==> src/rtl/averaging_capture_buffer_top_macros.svh <==
// Assertion macros for the averaging capture buffer.
`ifndef AVERAGING_CAPTURE_BUFFER_TOP_MACROS_SVH
`define AVERAGING_CAPTURE_BUFFER_TOP_MACROS_SVH

// Check cons in the same cycle as ante.
`define ACB_ASSERT_NOW(label, ante, cons, msg) \
  label: assert property (@(posedge clk) disable iff (rst) (ante) |-> (cons)) \
    else $error(msg);

// Check cons in the cycle after ante.
`define ACB_ASSERT_NEXT(label, ante, cons, msg) \
  label: assert property (@(posedge clk) disable iff (rst) (ante) |=> (cons)) \
    else $error(msg);

`endif

==> src/rtl/acb_pkg.sv <==
// Shared types and constants for the averaging capture buffer.
package acb_pkg;

  localparam int CH_W       = 3;
  localparam int DATA_W     = 32;
  localparam int RIDX_W     = 11;
  localparam int PT_W       = 12;
  localparam int NSIG_W     = 4;
  localparam int NAVG_W     = 16;
  localparam int SUM_W      = 48;
  localparam int CFG_IDX_W  = 2;
  localparam int CFG_DATA_W = 16;

  localparam logic [NSIG_W-1:0] RST_NUM_SIGNALS = 4'd8;
  localparam logic [PT_W-1:0]   RST_NUM_POINTS  = 12'd2048;
  localparam logic [NAVG_W-1:0] RST_NUM_AVERAGE = 16'd1;

  typedef enum logic [1:0] {
    CMD_SAMPLE,
    CMD_START,
    CMD_STOP,
    CMD_READ
  } cmd_t;

  typedef enum logic [CFG_IDX_W-1:0] {
    CFG_NUM_SIGNALS,
    CFG_NUM_POINTS,
    CFG_NUM_AVERAGE,
    CFG_CIRCULAR_MODE
  } cfg_idx_t;

  typedef enum logic [2:0] {
    ST_IDLE,
    ST_EXEC,
    ST_DIV_LOAD,
    ST_DIV_RUN,
    ST_DIV_STORE,
    ST_FINISH
  } state_t;

  typedef struct packed {
    cmd_t                     cmd;
    logic [CH_W-1:0]          channel;
    logic signed [DATA_W-1:0] sample_value;
    logic                     end_of_point;
    logic [RIDX_W-1:0]        read_index;
  } acb_in_t;

  typedef struct packed {
    logic signed [DATA_W-1:0] read_data;
    logic                     read_valid;
    logic                     acquiring;
    logic [PT_W-1:0]          write_point;
    logic                     point_stored;
  } acb_out_t;

  typedef struct packed {
    logic in_take;
    logic exec;
    logic div_load;
    logic div_store;
    logic out_load;
  } ctrl_t;

  typedef struct packed {
    logic store_due;
    logic div_busy;
    logic last_ch;
    logic out_busy;
  } stat_t;

endpackage

==> src/rtl/acb_ctrl.sv <==
// Controller state machine sequencing item execution, division and result hand-off.
module acb_ctrl (
  input  logic            clk,
  input  logic            rst,
  input  logic            in_valid,
  output logic            in_ready,
  input  acb_pkg::stat_t  stat,
  output acb_pkg::ctrl_t  ctrl
);
  import acb_pkg::*;

  state_t state;
  state_t state_next;

  always_ff @(posedge clk) begin
    if (rst) begin
      state <= ST_IDLE;
    end else begin
      state <= state_next;
    end
  end

  always_comb begin
    state_next = state;
    unique case (state)
      ST_IDLE: begin
        if (in_valid) state_next = ST_EXEC;
      end
      ST_EXEC: begin
        state_next = stat.store_due ? ST_DIV_LOAD : ST_FINISH;
      end
      ST_DIV_LOAD: begin
        state_next = ST_DIV_RUN;
      end
      ST_DIV_RUN: begin
        if (!stat.div_busy) state_next = ST_DIV_STORE;
      end
      ST_DIV_STORE: begin
        state_next = stat.last_ch ? ST_FINISH : ST_DIV_LOAD;
      end
      ST_FINISH: begin
        if (!stat.out_busy) state_next = ST_IDLE;
      end
      default: begin
        state_next = ST_IDLE;
      end
    endcase
  end

  always_comb begin
    in_ready       = (state == ST_IDLE);
    ctrl.in_take   = (state == ST_IDLE) && in_valid;
    ctrl.exec      = (state == ST_EXEC);
    ctrl.div_load  = (state == ST_DIV_LOAD);
    ctrl.div_store = (state == ST_DIV_STORE);
    ctrl.out_load  = (state == ST_FINISH) && !stat.out_busy;
  end

endmodule

==> config.mk <==
export PLATFORM = sky130hd
export DESIGN_NAME = acb_ctrl
export DESIGN_NICKNAME = d
export VERILOG_FILES = /design/src/rtl/averaging_capture_buffer_top_macros.svh /design/src/rtl/acb_pkg.sv /design/src/rtl/acb_ctrl.sv
export SDC_FILE = /design/constraint.sdc
export NUM_CORES = 1
export LEC_CHECK = 0
export BUFFER_PORTS_ARGS = -buffer_cell sky130_fd_sc_hd__buf_4
export CAP_MARGIN = 20
export CELL_PAD_IN_SITES_DETAIL_PLACEMENT = 1
export CELL_PAD_IN_SITES_GLOBAL_PLACEMENT = 1
export CORE_AREA = 5 5 42 44
export CTS_CLUSTER_DIAMETER = 120
export DETAILED_ROUTE_END_ITERATION = 8
export DIE_AREA = 0 0 47 49
export PLACE_DENSITY = 0.63
export REMOVE_ABC_BUFFERS = 1
export SYNTH_ARGS = -nofsm -noshare
export SYNTH_HDL_FRONTEND = slang
export SYNTH_SLANG_ARGS = --single-unit
export TNS_END_PERCENT = 50
==> constraint.sdc <==
create_clock -name clk -period 1.4 [get_ports clk]
set_clock_uncertainty 0.05 [all_clocks]
set_input_delay 0.07 -clock clk [delete_from_list [all_inputs] [get_ports clk]]
set_output_delay 0.07 -clock clk [all_outputs]
set_load 0.03 [all_outputs]
[Word level (Yosys, flattened, before mapping)]
Cells that the tools add are included.
Storage, ports and cells
  register bits: 3
  output and inout bits: 6
Operators by class
  equal/unequal tests: 8
  mux-type cells: 6
  reductions and logical operators: 5
Operators by type and width (count)
  case mux 3 bit (6 select lines): 1
  2-to-1 mux 3 bit: 5
  == test 3 x 2 -> 1 bit (second input constant): 2
  == test 3 bit (second input constant): 2
  != test 2 bit (second input constant): 3
  == test 3 x 1 -> 1 bit (second input constant): 1
  zero test 3 bit: 1
  AND reduction 3 bit: 1
  logical AND 1 bit: 2
  zero test 1 bit: 1

[Longest topological paths before layout]
Gate-level depths: netlist of the first run.
  word-level depth: 3
  gate-level depth with buffers: 5
  mapped depth without buffers: 4

[Worst setup path after synthesis of the first run]
Ideal clock, no wire load.
  path kind: register to output
  start: reg state[0]
  end: out ctrl[4] (netlist bit)
  data arrival time: 1.602 ns
  path slack: -0.322 ns
  cell stages (with the launch flop): 4
  cell sequence: dfxtp_1 > buf_6 > nor3_1 > and2_1
RTL lines
  from (decl): line acb_ctrl.sv:12  | state_t state;
  from (signal assigned): line acb_ctrl.sv:19  | state <= state_next;
  to (decl): line acb_ctrl.sv:8  | output acb_pkg::ctrl_t ctrl

==> results.toml, run 1 <==
[status]
outcome = "complete, no violations"

[critical_path]
critPathKind = "reg -> out"
path_buf_inv = 2
slowest_delay_ns = 0.35
crit_arrival_ns = 1.21
crit_path_end_kind = "output port"
path_common_cell = "buf_4"
crit_fanout = 7
crit_family = "flip-flops"
critPathSlowestCell = "dfxtp_2"
crit_path_start_kind = "register"
path_cells = "buf_4, or2_1, nor2_1, buf_4"
required_ns = 1.28

[sta]
fin_crit_ns = 1.329
slew_headroom_pct = 74.88
max_freq_mhz = 752.5
grt_setup_unrepaired = "true"
post-route-period-util_pct = 94.92
setup-violations-final = 0
finalHoldViolCount = 0
worst_pin_slew_ns = 0.3733
tns_ns = 0
fin_ws_ns = 0.07110
finalMaxSlewViolations = 0

[power_and_ir_drop]
leakagePower_uw = 0.0001875
power_density_nw_per_um2 = 1312
irDropWorstVdd_mv = 0.4724

[grt]
gr-usage-all-layers_pct = 8.586
antenna_found_initial = 0
grt_pass1_vias = 354
busiest_layer = "met2"
grt_overflow = 0
grtUsageMet2_pct = 11.54
grt_pass1_wl_mm = 1.421
use_met1_pct = 9.868
use_met3_pct = 2.583
grt_max_degree = 13

[drt]
via_count = 326
dr.first_iter.drc_count = 2
drtAntennaViolNets = 0
dr.pass1.iters = 4
drcViolationCount = 0
wl_per_cell_um = 12.14
wl_um = 850
vias_per_cell = 4.657

[layout]
n_fill_cell = 188
reg_top3 = "state (3)"
fin_nets = 62
layout-drive-gt1-share_pct = 40.74
layout_commonest_cell = "buf_4"
final_cell_mix = "buf_4, nor2_1, inv_1, nand2_1, clkbuf_4"
antenna_cells = 0
regMostFlops = "state"
utilization_pct = 29.82
multi_input_area_um2 = 182.7
largest_reg_flops = 3
seq_area_um2 = 66.31
area_growth_pct = 50.45

[logic_synthesis]
yosys.area.top_type_share_pct = 21.62
synth_fa_ha_area_share_pct = 0
synth_compound_gate_area_share_pct = 23.87
ys_warn_count = 0
synth.area.top_cells = "dfxtp_1, buf_6, nor2_1"
synth_xor_area_share_pct = 0
muxShareOfSynthArea_pct = 0
synthDistinctLibCells = 23
yosys.area.top_type = "dfxtp_1"
ys_seq_area_share_pct = 21.62
syn_area_per_cell_um2 = 7.122
synth_top_family_by_area = "simple AND/OR/NAND/NOR gates"
ys_ff_latch = 3
syn_inst = 39
synth_area_um2 = 277.8
synthSimpleGateAreaFrac_pct = 38.29

[clock_tree]
clk_pin_slew_ns = 0.04
cts_max_level = 1
cts_buffers = 3
clk_latency_ns = 0.23
clock-sinks = 3
clockBufferDepth = 2
cts_tree = "built"
cts_root_buf = "clkbuf_4"
post_cts_buffers = 0

[placed_design]
pre_cts_slack_ns = 0.1133
place_congestion = 0.7849
place_hpwl_um = 609.4
numPortBuffers = 12

[die]
die_y_um = 49
die_w_um = 47
rows = 14
fp.coreArea_um2 = 1401
ios = 13
start_util_pct = 19.82
dieArea_um2 = 2303

[hold_path]
holdCritPathClass = "in -> reg"

[flow_run]
max_cap_viol_count = 0
-- tightest hold or removal path: cells and delay by family --
family          cells  cell delay [ns]
buf+inv             2             0.18
compound gates      1             0.08
simple gates        1             0.08
-- metrics by stage --
| stage | instances | hold WS, ns | power [uW] | area [um2] |
|---|---|---|---|---|
| 6_report | 70 | 0.1696 | 548.2 | 417.9 |
| 5_1_grt | 70 | 0.1972 | 595.1 | 417.9 |
| 4_1_cts | 70 | 0.1591 | 551.6 | 404.1 |
| 3_5_place_dp | 65 | 0.2038 | 380.8 | 365.4 |
| 3_3_place_gp | 65 | 0.2028 | 379.7 | 365.4 |
| 2_1_floorplan | 36 | 0.08907 | 287.4 | 247.7 |
-- cell families (layout without fill, tap and decap cells) --
logic type | after synthesis | after routing
AO/OA/AOI/OAI | 10 | 10
flip-flops | 3 | 3
AND/OR/NAND/NOR | 19 | 19
buffers and inverters | 7 | 22
-- synth_stat cells (all sizes together) --
cell type  instances
nand3              1
dfxtp              3
nor2b              1
o32a               1
nand2b             1
a22oi              1
a32oi              1
buf                3
or2                1
o21ai              3
nand3b             1
nor3               2
nor4               1
a21oi              2
and2               1
a211o              1
a31oi              1
nor2               5
nand2              4
nor3b              1
inv                4
-- layer usage --
metal	wire length, um	share of wire [%]	vias up
li1	-	-	166
met1	355	42	144
met2	428	50	12
met3	43	5.1	4
met4	23	2.7	0
met5	0	0	-
-- worst paths after layout --
check             slack (ns)     start       end  cells past startpoint
setup reg to reg        0.17  state[2]  state[0]                      4
hold / removal          0.17   stat[1]  state[1]                      4
setup / recovery        0.07  state[2]   ctrl[2]                      4
hold reg to reg         0.52  state[0]  state[0]                      2
-- area by class of cell --
class	count	share of cell area, %
Clock buffer	4	6.287
Tap cell	16	4.790
Sequential cell	3	15.87
Inverter	4	3.593
Timing Repair Buffer	14	25.75
Multi-Input combinational cell	29	43.71
-- power breakdown --
group          switching (uW)  total (uW)  internal (uW)
clock network            47.9         155            107
logic                     137         246            109
registers                42.3         147            105
-- what timing repair did --
item	CTS	global route
hold endpoints to repair	3	0
gates resized for setup	2	4
hold buffers	1	0
endpoints found under the setup margin	3	3
Power figures use the tool's default switching activity.
==> run 2: changes to the inputs <==
--- a/config.mk
+++ b/config.mk
@@ -5,6 +5,7 @@
 export SDC_FILE = /design/constraint.sdc
 export NUM_CORES = 1
 export LEC_CHECK = 0
+export ABC_AREA = 1
 export BUFFER_PORTS_ARGS = -buffer_cell sky130_fd_sc_hd__buf_4
 export CAP_MARGIN = 20
 export CELL_PAD_IN_SITES_DETAIL_PLACEMENT = 1
@@ -13,7 +14,7 @@
 export CTS_CLUSTER_DIAMETER = 120
 export DETAILED_ROUTE_END_ITERATION = 8
 export DIE_AREA = 0 0 47 49
-export PLACE_DENSITY = 0.63
+export PLACE_DENSITY = 0.61
 export REMOVE_ABC_BUFFERS = 1
 export SYNTH_ARGS = -nofsm -noshare
 export SYNTH_HDL_FRONTEND = slang
==> run 2 against run 1 <==
Net effect: non-clock buffer count stayed put; worst hold slack worse by 0.048 ns; utilization is 0.80 points lower; largest cell class unchanged; global-route usage fell by 1.5 points; synthesized area decreased by 12%; sequential cell count is the same; critical path type unchanged; synthesized cell count increased by 5.1%; maximum frequency is 0.64% higher.
==> results.toml, run 2 <==
[drt]
drtAntennaViolNets = 0
via_count = 307
wl_um = 740
wl_per_cell_um = 10.00
dr.pass1.iters = 2
vias_per_cell = 4.149
dr.first_iter.drc_count = 1
drcViolationCount = 0

[critical_path]
r2r_cells = 6
crit_fanout = 5
crit_arrival_ns = 1.20
crit_path_start_kind = "register"
r2r_start = "state[2]"
rrSetupSlack_ns = 0.24
crit_path_end_kind = "output port"
r2r_end = "state[0]"
critPathKind = "reg -> out"
required_ns = 1.28

[clock_tree]
clk_pin_slew_ns = 0.04
cts_root_buf = "clkbuf_4"
clock-sinks = 3
cts_buffers = 3
post_cts_buffers = 0
cts_max_level = 1
clk_latency_ns = 0.23
cts_tree = "built"
clockBufferDepth = 2

[logic_synthesis]
synthMostInstantiatedCell = "inv_1"
synth-edff-count = 0
ys_seq_area_share_pct = 24.62
yosys.area.top_type = "dfxtp_1"
synth-main-ff-cell = "dfxtp_1"
syn_inst = 41
synth-async-reset-ratio_pct = 0
yosys.area.top_type_share_pct = 24.62
ys_warn_count = 0
synthDistinctLibCells = 13
syn_area_per_cell_um2 = 5.951
ys_ff_latch = 3
synth.area.top_cells = "dfxtp_1, nand3_1, inv_1"
ys_top_cells_by_count = "inv_1, nand2_1, nand3_1"
synth_area_um2 = 244.0

[grt]
grt_max_degree = 9
antenna_found_initial = 0
grt_pass1_vias = 311
grt_overflow = 0
grt_pass1_wl_mm = 1.200
gr-usage-all-layers_pct = 7.113

[power_and_ir_drop]
p_total_uw = 602.0
power_density_nw_per_um2 = 1480
irDropWorstVdd_mv = 0.4588
leakagePower_uw = 0.0002214

[layout]
reg_top3 = "state (3)"
n_fill_cell = 192
final_cell_mix = "buf_4, inv_1, nand3_1, nand2_1, nor2_1"
antenna_cells = 0
seq_area_um2 = 61.31
layout_commonest_cell = "buf_4"
regMostFlops = "state"
layout-drive-gt1-share_pct = 41.38
largest_reg_flops = 3
area_growth_pct = 66.67
fin_nets = 66
multi_input_area_um2 = 153.9
utilization_pct = 29.02
final_area_um2 = 406.6

[sta]
finalMaxSlewViolations = 0
slew_headroom_pct = 87.73
worst_pin_slew_ns = 0.1827
post-route-period-util_pct = 94.31
grt_setup_unrepaired = "false"
fin_crit_ns = 1.320
hold_ws_ns = 0.1212
max_freq_mhz = 757.4
fin_ws_ns = 0.07961
finalHoldViolCount = 0
setup-violations-final = 0

[die]
start_util_pct = 17.41
rows = 14
die_w_um = 47
die_y_um = 49
ios = 13
dieArea_um2 = 2303
fp.coreArea_um2 = 1401

[placed_design]
placed_cell_area_um2 = 354.1
place_hpwl_um = 611.5
place_congestion = 0.6529
pre_cts_slack_ns = 0.2440
numPortBuffers = 12

[hold_path]
min_to = "state[1]"
hold_start = "stat[3]"
min_delay_path_depth = 5
holdCritPathClass = "in -> reg"

[status]
outcome = "complete, no violations"

[flow_run]
max_cap_viol_count = 0
==> run 2: timing repair <==
item | 4_1_cts | 5_1_grt
hold endpoints to repair | 3 | 0
hold buffers | 1 | 0
gates resized for setup | 0 | 3
endpoints found under the setup margin | 0 | 1
==> run 2: cell type report <==
cell class	instances	share of cell area, %
inverter	10	9.231
sequential	3	15.08
timing repair buffer	14	26.46
multi-input combinational	27	37.85
clock buffer	4	6.462
tap	16	4.923
==> run 2: routing by layer <==
layer / global-route usage (%) / share of wire, % / wire length, um
met1: 8.791 / 44 / 324
met2: 10.41 / 51 / 374
met3: 2.214 / 5.5 / 41
met4: 4.147 / 0 / 0
met5: 0 / 0 / 0
==> run 2: logic make-up after synthesis <==
group           synth area share (%)
compound gates                 4.103
buf+inv                        18.46
flops                          24.62
simple gates                   52.83
==> run 2: worst max path at each step <==
stage / start / to / slack (ns) / depth (start not counted)
finish: state[1] / ctrl[0] / 0.08 / 3
global route: state[1] / ctrl[0] / 0.02 / 3
CTS: state[0] / ctrl[0] / 0.02 / 3
detailed placement: state[2] / state[0] / 0.24 / 6
global placement: state[2] / state[0] / 0.23 / 6
floorplan: state[0] / ctrl[0] / -0.19 / 2
==> run 2: critical path, stage by stage (launching register included) <==
cell and delay (ns):
dfxtp_1 0.34, buf_4 0.17, nor4_4 0.25, buf_4 0.19
==> run 2: stage by stage <==
step                      setup TNS [ns]  cells
after detailed placement               0     69
final                                  0     74
after global routing                   0     74
after global placement                 0     69
after floorplan                  -0.1911     40
after CTS                              0     74
==> run 2: power by group <==
part / switching, uW / internal (uW)
combinational: 197 / 118
clock: 44.5 / 107
sequential: 31.0 / 105
total: 272 / 330
==> run 3: changes to the inputs <==
--- a/config.mk
+++ b/config.mk
@@ -11,6 +11,7 @@
 export CELL_PAD_IN_SITES_DETAIL_PLACEMENT = 1
 export CELL_PAD_IN_SITES_GLOBAL_PLACEMENT = 1
 export CORE_AREA = 5 5 42 44
+export CTS_BUF_LIST = sky130_fd_sc_hd__clkbuf_16
 export CTS_CLUSTER_DIAMETER = 120
 export DETAILED_ROUTE_END_ITERATION = 8
 export DIE_AREA = 0 0 47 49
==> run 3 against run 2 <==
Net effect: combinational power is 4% lower; sequential power hardly changed; maximum frequency is 0.15% lower; critical path type unchanged.
==> results.toml, run 3 (synthesized netlist as in run 2, its figures left out) <==
[sta]
finalHoldViolCount = 0
post-route-period-util_pct = 94.46
worst_pin_slew_ns = 0.2248
grt_setup_unrepaired = "false"
slew_headroom_pct = 84.87
fin_crit_ns = 1.322
hold_ws_ns = 0.1328
setup-violations-final = 0
max_freq_mhz = 756.2
finalMaxSlewViolations = 0

[critical_path]
critPathSlowestCell = "dfxtp_1"
r2r_start = "state[2]"
r2r_end = "state[0]"
required_ns = 1.28
critPathKind = "reg -> out"
r2r_cells = 6
crit_fanout = 5
slowest_delay_ns = 0.34
crit_arrival_ns = 1.20
crit_path_end_kind = "output port"
path_common_cell = "buf_4"
path_cells = "buf_4, nor4_1, buf_4"
rrSetupSlack_ns = 0.25
crit_path_start_kind = "register"

[layout]
antenna_cells = 0
final_area_um2 = 444.2
final_cell_mix = "buf_4, inv_1, nand3_1, nand2_1, nor2_1"
fin_nets = 66
largest_reg_flops = 3
regMostFlops = "state"
reg_top3 = "state (3)"
layout-drive-gt1-share_pct = 39.66
area_growth_pct = 82.05
layout_commonest_cell = "buf_4"

[grt]
grt_pass1_vias = 305
grt_pass1_wl_mm = 1.214
grt_max_degree = 9
grt_overflow = 0
antenna_found_initial = 0
gr-usage-all-layers_pct = 7.183

[clock_tree]
clock-sinks = 3
clockBufferDepth = 2
cts_tree = "built"
clk_pin_slew_ns = 0.03
clk_latency_ns = 0.22
cts_max_level = 1
cts_root_buf = "clkbuf_16"
cts_buffers = 3

[hold_path]
min_to = "state[1]"
holdCritPathClass = "in -> reg"
min_delay_path_depth = 5
hold_start = "stat[3]"

[drt]
dr.first_iter.drc_count = 1
drtAntennaViolNets = 0
wl_per_cell_um = 9.838
wl_um = 728
dr.pass1.iters = 2
vias_per_cell = 4.203
drcViolationCount = 0
via_count = 311

[status]
outcome = "complete, no violations"

[placed_design]
place_hpwl_um = 611.5
numPortBuffers = 12
place_congestion = 0.6529
placed_cell_area_um2 = 354.1

[die]
rows = 14
dieArea_um2 = 2303
die_y_um = 49
ios = 13
fp.coreArea_um2 = 1401
die_w_um = 47
start_util_pct = 17.41

[power_and_ir_drop]
irDropWorstVdd_mv = 0.9558
power_density_nw_per_um2 = 1979
leakagePower_uw = 0.0002477

[flow_run]
max_cap_viol_count = 0
==> run 3: changes by cell type in the layout (fill, tap and decap cells not counted) <==
cell / change
nor4_1: +1
inv_1: +1
clkbuf_4: -3
nor4_4: -1
clkbuf_1: -1
clkbuf_16: +3
==> run 3: stage by stage <==
stage / instances / setup WS, ns / power [uW] / util [%] / setup TNS [ns]
after CTS: 74 / 0.03989 / 888.0 / 31.61 / 0
after global routing: 74 / 0.003596 / 931.4 / 31.70 / 0
after detailed placement: 69 / 0.2440 / 441.8 / 25.27 / 0
final: 74 / 0.07762 / 879.1 / 31.70 / 0
after global placement: 69 / 0.2341 / 438.9 / 25.27 / 0
after floorplan: 40 / -0.1911 / 331.3 / - / -0.1911
==> run 3: worst max-delay path: cells and delay by family (launching register included) <==
kind	cells	cell delay (ns)
buf+inv	2	0.38
flops	1	0.34
simple gates	1	0.27
==> run 3: what timing repair did <==
item	in CTS	in global routing
resized for setup	0	1
hold buffers	1	0
setup buffers	0	0
setup endpoints to repair	0	1
endpoints found under the hold margin	3	0
==> run 3: area by class of cell <==
class / count / area [um2]
Tap cell: 16 / 20.02
Inverter: 10 / 37.54
Sequential cell: 3 / 61.31
Clock buffer: 3 / 75.07
Timing Repair Buffer: 14 / 107.6
Multi-Input combinational cell: 27 / 138.9
Fill cell: 182 / 957.2
Clock inverter: 1 / 3.754
==> run 3: worst max-delay path by stage <==
stage                   from       end
floorplan           state[0]   ctrl[0]
global placement    state[2]  state[0]
detailed placement  state[2]  state[0]
CTS                 state[0]   ctrl[0]
global route        state[1]   ctrl[0]
finish              state[1]   ctrl[0]
==> run 3: metal layers <==
metal,track usage (%),wire [um],up-vias,share of wire (%)
met5,0,0,-,0
met4,4.147,12,0,1.6
met3,2.214,39,2,5.4
met2,10.41,349,6,48
met1,9.011,327,140,45
li1,-,-,163,-
==> run 3: power breakdown <==
part | leakage, uW | switching (uW) | total [uW] | internal [uW]
logic | 0.000181 | 187 | 303 | 117
clock network | 0.0000423 | 71.3 | 439 | 368
registers | 0.0000249 | 31.1 | 137 | 106
